## config.mk

```make
export PLATFORM = sky130hd
export DESIGN_NAME = bqlp_front
export DESIGN_NICKNAME = d
export VERILOG_FILES = /design/src/hdl/bqlp_pkg.sv /design/src/hdl/bqlp_front.sv
export SDC_FILE = /design/constraint.sdc
export NUM_CORES = 1
export LEC_CHECK = 0
export BUFFER_PORTS_ARGS = -buffer_cell sky130_fd_sc_hd__buf_2
export CORE_MARGIN = 2
export CORE_UTILIZATION = 54
export CTS_CLUSTER_DIAMETER = 150
export DETAILED_ROUTE_END_ITERATION = 8
export PLACE_DENSITY = 0.79
export SLEW_MARGIN = 20
export SYNTH_ARGS = -nofsm -noshare
export SYNTH_HDL_FRONTEND = slang
export SYNTH_SLANG_ARGS = --single-unit
```

## constraint.sdc

```tcl
create_clock -name clk -period 4.65 [get_ports clk]
set_input_delay 0.6975 -clock clk [delete_from_list [all_inputs] [get_ports clk]]
set_output_delay 0.6975 -clock clk [all_outputs]
set_load 0.02 [all_outputs]
```

## src/hdl/bqlp_pkg.sv

```systemverilog
// ----------------------------------------------------------------------------
// bqlp_pkg
// Types and constants shared by the biquad low-pass core.
// ----------------------------------------------------------------------------
`default_nettype none
package bqlp_pkg;

  localparam int unsigned BILIN_K    = 15287;
  localparam int unsigned FRAC_SHIFT = 14;
  localparam int unsigned FB_SHIFT   = 30;
  localparam int unsigned NORM_SHIFT = 25;
  localparam logic signed [31:0] CUT_MIN   = 32'sd15;
  localparam logic signed [31:0] CUT_MAX   = 32'sd15000;
  localparam logic signed [31:0] RES_MIN   = 32'sd140;
  localparam logic signed [31:0] LAST_CUT_RST = 32'sd16777216;

  // queue entry between front and back
  typedef struct packed {
    logic               recalc;
    logic signed [15:0] smp;
    logic signed [15:0] cut;
    logic signed [15:0] res;
    logic signed [15:0] gain;
  } bqlp_item_t;

  typedef enum logic [3:0] {
    B_IDLE, B_QDIV, B_A1M, B_A1S, B_SUM, B_NDIV, B_C0, B_C1, B_C2,
    B_F0, B_F1, B_F2, B_F3, B_G, B_OUT
  } bqlp_bstate_t;

endpackage
`default_nettype wire

```

## src/hdl/bqlp_front.sv

```systemverilog
// ----------------------------------------------------------------------------
// bqlp_front
// Accepts words, flags coefficient changes and queues them for the back end.
// ----------------------------------------------------------------------------
`default_nettype none
module bqlp_front
  import bqlp_pkg::*;
(
  input  wire logic               clk,
  input  wire logic               rst_n,
  input  wire logic               in_valid,
  output logic                    in_stall,
  input  wire logic signed [15:0] in_sample_in,
  input  wire logic signed [15:0] in_cutoff,
  input  wire logic signed [15:0] in_resonance,
  input  wire logic signed [15:0] in_gain,
  output logic                    q_valid,
  input  wire logic               q_pop,
  output bqlp_item_t              q_item
);
  bqlp_item_t mem_r [2];
  logic wp_r, wp_nxt, rp_r, rp_nxt;
  logic [1:0] cnt_r, cnt_nxt;
  logic signed [31:0] last_cut_r, last_cut_nxt;
  logic signed [15:0] last_res_r, last_res_nxt;
  logic push;
  bqlp_item_t it;

  assign in_stall = (cnt_r == 2'd2);
  assign push     = in_valid && !in_stall;

  always_comb begin
    it.smp    = in_sample_in;
    it.cut    = in_cutoff;
    it.res    = in_resonance;
    it.gain   = in_gain;
    it.recalc = (32'(in_cutoff) != last_cut_r) || (in_resonance != last_res_r);
    last_cut_nxt = push ? 32'(in_cutoff) : last_cut_r;
    last_res_nxt = push ? in_resonance : last_res_r;
    wp_nxt  = push ? ~wp_r : wp_r;
    rp_nxt  = q_pop ? ~rp_r : rp_r;
    cnt_nxt = cnt_r + {1'b0, push} - {1'b0, q_pop};
  end

  always_ff @(posedge clk) begin
    if (!rst_n) begin
      wp_r <= 1'b0;
      rp_r <= 1'b0;
      cnt_r <= '0;
      last_cut_r <= LAST_CUT_RST;
      last_res_r <= '0;
    end else begin
      wp_r <= wp_nxt;
      rp_r <= rp_nxt;
      cnt_r <= cnt_nxt;
      last_cut_r <= last_cut_nxt;
      last_res_r <= last_res_nxt;
    end
    if (push) mem_r[wp_r] <= it;
  end

  assign q_valid = (cnt_r != 2'd0);
  assign q_item  = mem_r[rp_r];
endmodule
`default_nettype wire

```

======== Word-level counts from Yosys, hierarchy flattened ========
Memories as Yosys holds them, arrays and structs flattened. A register that Yosys moved wholly into a read port is not among the register bits.
Cells that the tools add are included.
storage, ports and cells
  register bits after elaboration ......... 46
  bits of input ports ..................... 68
  memory bits (writable) .................. 130
  memories kept ........................... 1
memories
  name   depth  width  rd ports  clocked after memory_dff  write ports  RTL line          source
  mem_r  2      65     1         1                         1            bqlp_front.sv:21  bqlp_item_t mem_r [2];
cells by class
  $add $sub $neg .......................... 2
  mux-type cells .......................... 4
  bitwise gates (word level) .............. 2
  equal/unequal tests ..................... 3
  reduce and logical (&&, ||, !) cells .... 4
operators with widths
  kind                                         number
  inequality test 16 x 26 -> 1 bit             1
  inequality test 16 bit                       1
  two-way mux 1 bit                            4
  adder 2 x 1 -> 2 bit                         1
  equality test 2 bit (second input constant)  1
  NOT 1 bit                                    2
  nonzero test 2 bit                           1
  subtractor 2 x 1 -> 2 bit                    1
  logical AND 1 bit                            1
  logical NOT 1 bit                            1
  logical OR 1 bit                             1

======== Depth between registers and ports, before layout ========
Gate-level depths: netlist of the first run.
  depth after elaboration ................. 5
  gate-level depth with buffers ........... 11
  mapped depth without buffers ............ 9

======== Least setup slack after synthesis of the first run ========
No wires, ideal clock.
  path type ............................... input-to-reg
  start ................................... in in_valid
  end ..................................... mem mem_r[0][0] (netlist name) (enable)
  stages .................................. 4
  setup slack ............................. 0.405 ns
  data arrival time ....................... 3.756 ns
  cell sequence ........................... and2_4 > buf_6 > clkinv_4 > nor2_1
on the way
  cells in the longest elaborated chain, start to end .. 3
RTL lines
  what                                     RTL line          source
  start, declared                          bqlp_front.sv:11  input wire logic in_valid,
  logical AND 1 bit                        bqlp_front.sv:30  assign push = in_valid && !in_stall;
  two-way mux 1 bit                        bqlp_front.sv:59  if (push) mem_r[wp_r] <= it;
  two-way mux 1 bit (not written as such)  bqlp_front.sv:59
  end, declared                            bqlp_front.sv:21
No other way between the ends.

======== Final worst setup path of the first run ========
  start ................................... reg cnt_r[0]
  end ..................................... mem mem_r[0][24] (netlist name) (enable)
on the way
  cells in the longest elaborated chain, start to end .. 5
RTL lines
  what                                     RTL line          source
  start, declared                          bqlp_front.sv:23  logic [1:0] cnt_r, cnt_nxt;
  start signal, assigned                   bqlp_front.sv:55  cnt_r <= cnt_nxt;
  equality test 2 bit                      bqlp_front.sv:29  assign in_stall = (cnt_r == 2'd2);
  logical NOT 1 bit                        bqlp_front.sv:30
  logical AND 1 bit                        bqlp_front.sv:30
  two-way mux 1 bit                        bqlp_front.sv:59
  two-way mux 1 bit (not written as such)  bqlp_front.sv:59
No other way between the ends.

==> run metrics, run 1 <==
outcome complete, no violations; Setup Crit Path Kind flop to flop; clk root buf clkbuf_16; via count 3667; layout cells sized above 1 46.1%; Leakage 2.89 nW; met2 WL 5650 microns; Synth Net Count 483; post-DR vias/cell 5.17; WL/cell 16.5 microns; DR top layer met4; gr ovfl total 0; Setup WS post-layout 1990 ps; port bufs 134; Util after Layout 66.2%; PwrDens 497 mW/mm^2; Worst Setup End Kind flop; post-synthesis cell area 0.00660 sq mm; clock buffer depth 2; total track usage 18.3%; CTS Buf Count 17; RR Endpoint mem_r[0][24]; register area share after synthesis 70.7%; CTS tree done; Residual DRC 0; minimum clock period 2660 ps; Met3 Routed Length 791 microns; Cell variety after synth 26; remaining antenna violation count 0; DR iter-0 viols 290; Detailed Place HPWL 7530 microns; final WL 11700 microns; Die Area 0.0131 sq mm; Worst Clk Skew 6.59 ps; relative slew slack 37.0%; setup total negative slack 0 ps; clock transition at the registers of the reported paths 60 ps; die width 115 microns; setup violators final 0; syn avg cell area 16.0 sq um; unrepaired setup endpoints after global routing false; CP startpoint kind flop; Worst Path Max Fanout 41; vias in the first global route 3676; non-filler instance count after layout 709; Die H 115 microns; Starting Density 55.2%; NumNets Final 619; largest net degree at the start of global routing 66; Critical Path Source cnt_r[0]; period utilization 57.3%; arrival time at the worst endpoint 2760 ps; first-pass GRT wire length 18100 microns; Cells after DPL 677; final hold viol count 0; max cap viols 0; FF-to-FF setup slack 1990 ps; # resized after CTS 0; R2R Path Start cnt_r[0]; CTS sink cnt 168; f_max 0.376 GHz; Cells after Synth 413; hold slack final 467 ps; Worst Path Required 4750 ps; worst r2r path cells 5; min-delay worst type input pin to flop; register bit count reported by yosys 168; RePlAce Congestion 0.730; VDD IR max 0.309 mV; H-tree level count 4; Setup crit end mem_r[0][24]; core area 0.0120 sq mm; Clock Latency Late Sink 420 ps; DR pass1 iterations 4; I/O pins 135; antenna violations before repair 0; Warnings, synthesis 0; cts hold-fix bufs 0; DP Worst Slack 1670 ps; Metal-1 WL 5080 microns; antenna cell count 0; Synth-to-Final Area Change 20.0%; max-slew violations 0; Least-Margin Pin Slew 945 ps; std cell rows 40; Setup Fix Bufs, Post-CTS 0
power by group:
group | leakage [nW] | internal [mW] | switching (mW) | total (mW)
sequential | 1.52 | 1.84 | 0.0793 | 1.92
combinational | 1.11 | 0.283 | 0.438 | 0.721
clock | 0.264 | 0.774 | 0.520 | 1.29
synthesized netlist by cell type:
library cell / count / area [sq um]
inv_1: 2 / 7.51
nand3_1: 3 / 15.0
edfxtp_1: 130 / 3900
nor4_1: 1 / 6.26
a21boi_0: 4 / 30.0
clkbuf_1: 4 / 15.0
o21a_1: 1 / 7.51
xnor2_1: 33 / 289
or2_2: 1 / 6.26
dfxtp_1: 38 / 761
and2_4: 1 / 8.76
and2_1: 5 / 31.3
buf_2: 9 / 45.0
nand2_1: 65 / 244
nor2_1: 1 / 3.75
xor2_1: 3 / 26.3
and3_1: 1 / 6.26
nand2b_1: 1 / 6.26
nor3_1: 2 / 10.0
buf_4: 1 / 7.51
nand4_1: 7 / 43.8
a21boi_2: 28 / 315
mux2_2: 65 / 732
ha_1: 2 / 25.0
clkinv_4: 1 / 8.76
buf_6: 4 / 45.0
how the worst min path moves through the flow:
stage	start	end	slack (ps)	cells after the start
2_1_floorplan	last_cut_r[0]	last_cut_r[0]	460	2
3_3_place_gp	last_cut_r[1]	last_cut_r[1]	460	2
3_5_place_dp	last_cut_r[9]	last_cut_r[9]	470	2
4_1_cts	in_gain[15]	mem_r[1][15]	450	1
5_1_grt	in_sample_in[1]	mem_r[0][49]	450	1
6_report	in_sample_in[2]	mem_r[0][50]	470	1
cells in the final DEF, fill, tap and decap left out, types with 7 or more instances in the layout:
| master | count |
|---|---|
| nand4_1 | 7 |
| a21boi_2 | 28 |
| edfxtp_1 | 130 |
| mux2_2 | 65 |
| nand2_1 | 65 |
| xnor2_1 | 33 |
| buf_2 | 134 |
| clkbuf_16 | 17 |
| dfxtp_1 | 37 |
layout make-up:
type	count	area, sq um
multi-input combinational	224	1820
tap	147	184
clock buffer	19	433
sequential	168	4670
clock inverter	13	111
fill	868	4040
inverter	3	16.3
timing repair buffer	135	691
state kept, by name, summed over array words and instances (netlist names), named ones only:
| register | cells |
|---|---|
| wp_r | 1 |
| rp_r | 1 |
| mem_r | 130 |
| last_cut_r | 17 |
| last_res_r | 16 |
| cnt_r | 2 |
layer usage:
layer / GRT usage [%] / vias to the layer above
li1: - / 1770
met1: 24.0 / 1759
met2: 29.5 / 123
met3: 4.66 / 15
met4: 7.07 / 0
met5: 0 / -
critical path, stage by stage, from the launching register on:
cell      delay (ps)
dfxtp_1          350
nand2b_1         160
and2_4           410
clkinv_4         330
nor2_4           740
buf_12           330
logic make-up after synthesis:
group / share of synthesized area [%]
buffers and inverters: 1.95
adder cells (fa/ha/maj): 0.379
flip-flops: 70.7
AO/OA/AOI/OAI: 5.35
XOR/XNOR: 4.78
AND/OR/NAND/NOR: 5.78
multiplexers: 11.1
stage by stage:
step                      area [sq um]  total power [mW]
after floorplan                   6600              2.46
after global placement            7380              2.65
after detailed placement          7380              2.68
after CTS                         7920              3.97
after global routing              7920              4.11
final                             7920              3.94
No activity file was read; power rests on OpenSTA's default activity.
==> run 2, diff against run 1 <==
ABC_AREA = 1   (was not set)
clock period = 2.47 ns   (was 4.65 ns; I/O delays follow)
==> run 2 against run 1 <==
Synthesized area rose by 0.51%. Cell count is 11% higher. Worst hold slack lost 320 ps. First-iteration DRC count is 1.7% lower. Via count grew 10%. Flip-flop and latch count is the same. Highest routed layer unchanged. Final area is 1.1% higher. Combinational power rose by 61%. Clock skew grew 2.7 ps. Total power is 85% higher. Count of clock-buffer cells in the layout grew 1. Critical path depth decreased by 2.
==> run metrics, run 2 <==
Synth Net Count 554 (+15%); vias in the first global route 3960 (+7.7%); Worst Setup End Kind output port; first-pass GRT wire length 19000 microns (+5.3%); post-synthesis cell area 0.00663 sq mm (+0.51%); # resized after CTS 0 (unchanged); largest reg by FF count mem_r; FF-to-FF setup slack 800 ps (-1190 ps); period utilization 80.3%; cts hold-fix bufs 0 (unchanged); top post-synthesis cells by area edfxtp_1 59%, dfxtp_1 11%, mux2_2 11%; Detailed Place HPWL 8350 microns (+11%); largest net degree at the start of global routing 50 (-24%); Synth-to-Final Area Change 20.8%; setup violators final 0 (unchanged); RePlAce Congestion 0.771 (+5.7%); Worst Path Max Fanout 49 (+20%); Worst Clk Skew 9.28 ps (+2.69 ps); Worst Path Required 2100 ps (-2650 ps); Post-synth EDFFs 130 (unchanged); relative slew slack 61.9% (+25 points); final WL 12400 microns (+6.2%); VDD IR max 0.715 mV (+130%); max cap viols 0 (unchanged); antenna cell count 0 (unchanged); f_max 0.504 GHz; clk root buf clkbuf_16; Die H 115 microns (+0.24%); Cells after Synth 484 (+17%); commonest cells after routing, fill and taps aside 134 x buf_2, 130 x edfxtp_1, 65 x mux2_2, 65 x nand2_1, 45 x nor2_1; RR Endpoint mem_r[1][47]; Fillers 864 (-0.46%); Sw Share 24.6% (-1.7 points); sw power 1.79 mW (+73%); register bit count reported by yosys 168 (unchanged); Warnings, synthesis 0 (unchanged); port bufs 134 (unchanged); clock power share 36.4% (+3.5 points); setup total negative slack 0 ps (unchanged); CTS sink cnt 168 (unchanged); top post-synthesis cells by count 130 x edfxtp_1, 65 x mux2_2, 65 x nand2_1; Cell Int Power 5.47 mW (+89%); Cell variety after synth 23 (-12%); CP peak stage delay 390 ps (-350 ps); slowest CP cell mux2_2; CTS Buf Count 17 (unchanged); top_reg_cell synth edfxtp_1; CP startpoint kind flop; Clock Latency Late Sink 420 ps (about the same); post-synth top area share 58.8% (-0.30 points); post-synth top area cell edfxtp_1; Die Area 0.0132 sq mm (+0.49%); WL/cell 15.8 microns (-4.4%); syn avg cell area 13.7 sq um (-14%); register area share after synthesis 70.3% (-0.36 points); antenna violations before repair 0 (unchanged); ys async rst share 0% (unchanged); via count 4046 (+10%); std cell rows 40 (unchanged); worst r2r path cells 4 (-1); non-filler instance count after layout 787 (+11%); final hold viol count 0 (unchanged); CTS tree done; unrepaired setup endpoints after global routing false; H-tree level count 4 (unchanged); Starting Density 55.2% (about the same); DR iter-0 viols 285 (-1.7%); Flop pwr share 47.7% (-1.1 points); Comb power frac 15.9% (-2.4 points); Setup Crit Path Kind flop to output port; top-count cell post-synth edfxtp_1; die width 115 microns (+0.24%); Residual DRC 0 (unchanged); Hold Startpoint in_gain[13]; max-slew violations 0 (unchanged); DR pass1 iterations 4 (unchanged); Largest register FFs 130 (unchanged); layout cells sized above 1 37.7% (-8.4 points); Util after Layout 66.7% (+0.47 points); I/O pins 135 (unchanged); post-DR vias/cell 5.14 (-0.60%); gr ovfl total 0 (unchanged); hold endpoint mem_r[0][13]; minimum clock period 1980 ps; arrival time at the worst endpoint 1610 ps (-1150 ps); R2R Path Start cnt_r[0]; min-delay worst type input pin to flop; PwrDens 907 mW/mm^2 (+82%); remaining antenna violation count 0 (unchanged); core area 0.0120 sq mm (+0.42%); commonest non-fill, non-tap cell in the layout buf_2; Least-Margin Pin Slew 572 ps (-373 ps); outcome complete, no violations; WHS Path Cells 1 (unchanged); total track usage 19.4% (+1.0 points); biggest regs mem_r (130), last_cut_r (17), last_res_r (16); Setup Fix Bufs, Post-CTS 0 (unchanged); clock buffer depth 2 (unchanged); crit-path cells buf_12 > mux2_2 > buf_2; NumNets Final 698 (+13%); Cells after DPL 756 (+12%); clock transition at the registers of the reported paths 60 ps (about the same); Leakage 3.20 nW (+11%)
==> run 2: cell types whose count changed after synthesis, sizes merged, moves of 6 or more <==
cell    delta
xnor2     -18
a21oi     +18
and2       -6
inv       +42
a21boi    -32
o21ai     +34
nand4      -6
nor2      +46
==> run 2: through the flow <==
step | instance area (sq um) | total power, mW | hold slack, ps | worst slack (ps)
finish | 8010 | 7.26 | 143 | 487
global route | 8010 | 7.58 | 124 | 407
CTS | 8010 | 7.33 | 127 | 459
detailed placement | 7420 | 4.69 | 465 | 771
global placement | 7420 | 4.63 | 453 | 801
floorplan | 6650 | 4.33 | 443 | 345
==> run 2: routing by layer <==
metal  vias to the layer above  track usage [%]  routed length [microns]
li1                       1962                -                        -
met1                      1940             24.3                     5290
met2                       132             32.4                     6230
met3                        12             5.01                      785
met4                         0             7.71                      101
met5                         -                0                        0
==> run 2: worst max-delay path, delay by kind of cell (launching register included) <==
| family | cells | cell delay (ps) |
|---|---|---|
| mux | 1 | 390 |
| buf+inv | 2 | 420 |
| flops | 1 | 350 |
==> run 2: power groups by stage <==
stage | Clock, mW | Sequential [mW] | Combinational [mW]
finish | 2.64 | 3.47 | 1.16
global route | 2.83 | 3.49 | 1.26
CTS | 2.69 | 3.47 | 1.17
detailed placement | 0 | 3.53 | 1.17
global placement | 0 | 3.50 | 1.13
floorplan | 0 | 3.50 | 0.827
==> run 2: final cells by class <==
| cell class | instances | area, sq um | share of cell area [%] |
|---|---|---|---|
| Inverter | 44 | 165 | 2.06 |
| Multi-Input combinational cell | 255 | 1660 | 20.8 |
| Clock buffer | 20 | 437 | 5.45 |
| Timing Repair Buffer | 142 | 743 | 9.28 |
| Sequential cell | 168 | 4670 | 58.2 |
| Tap cell | 147 | 184 | 2.30 |
| Clock inverter | 11 | 155 | 1.94 |
==> run 2: cell families after synthesis <==
| kind of cell | synth area share, % |
|---|---|
| multiplexers | 11.0 |
| buffers and inverters | 4.85 |
| flip-flops | 70.3 |
| AO/OA/AOI/OAI | 4.38 |
| XOR/XNOR | 2.38 |
| AND/OR/NAND/NOR | 6.68 |
| adder cells (fa/ha/maj) | 0.377 |
==> run 2: worst max path at each step <==
stage,startpoint,end,depth (start not counted)
floorplan,cnt_r[0],mem_r[0][0],4
global placement,in_valid,mem_r[0][57],5
detailed placement,in_valid,mem_r[1][63],5
CTS,flop,q_item[21],3
global route,flop,q_item[21],3
finish,flop,q_item[6],3
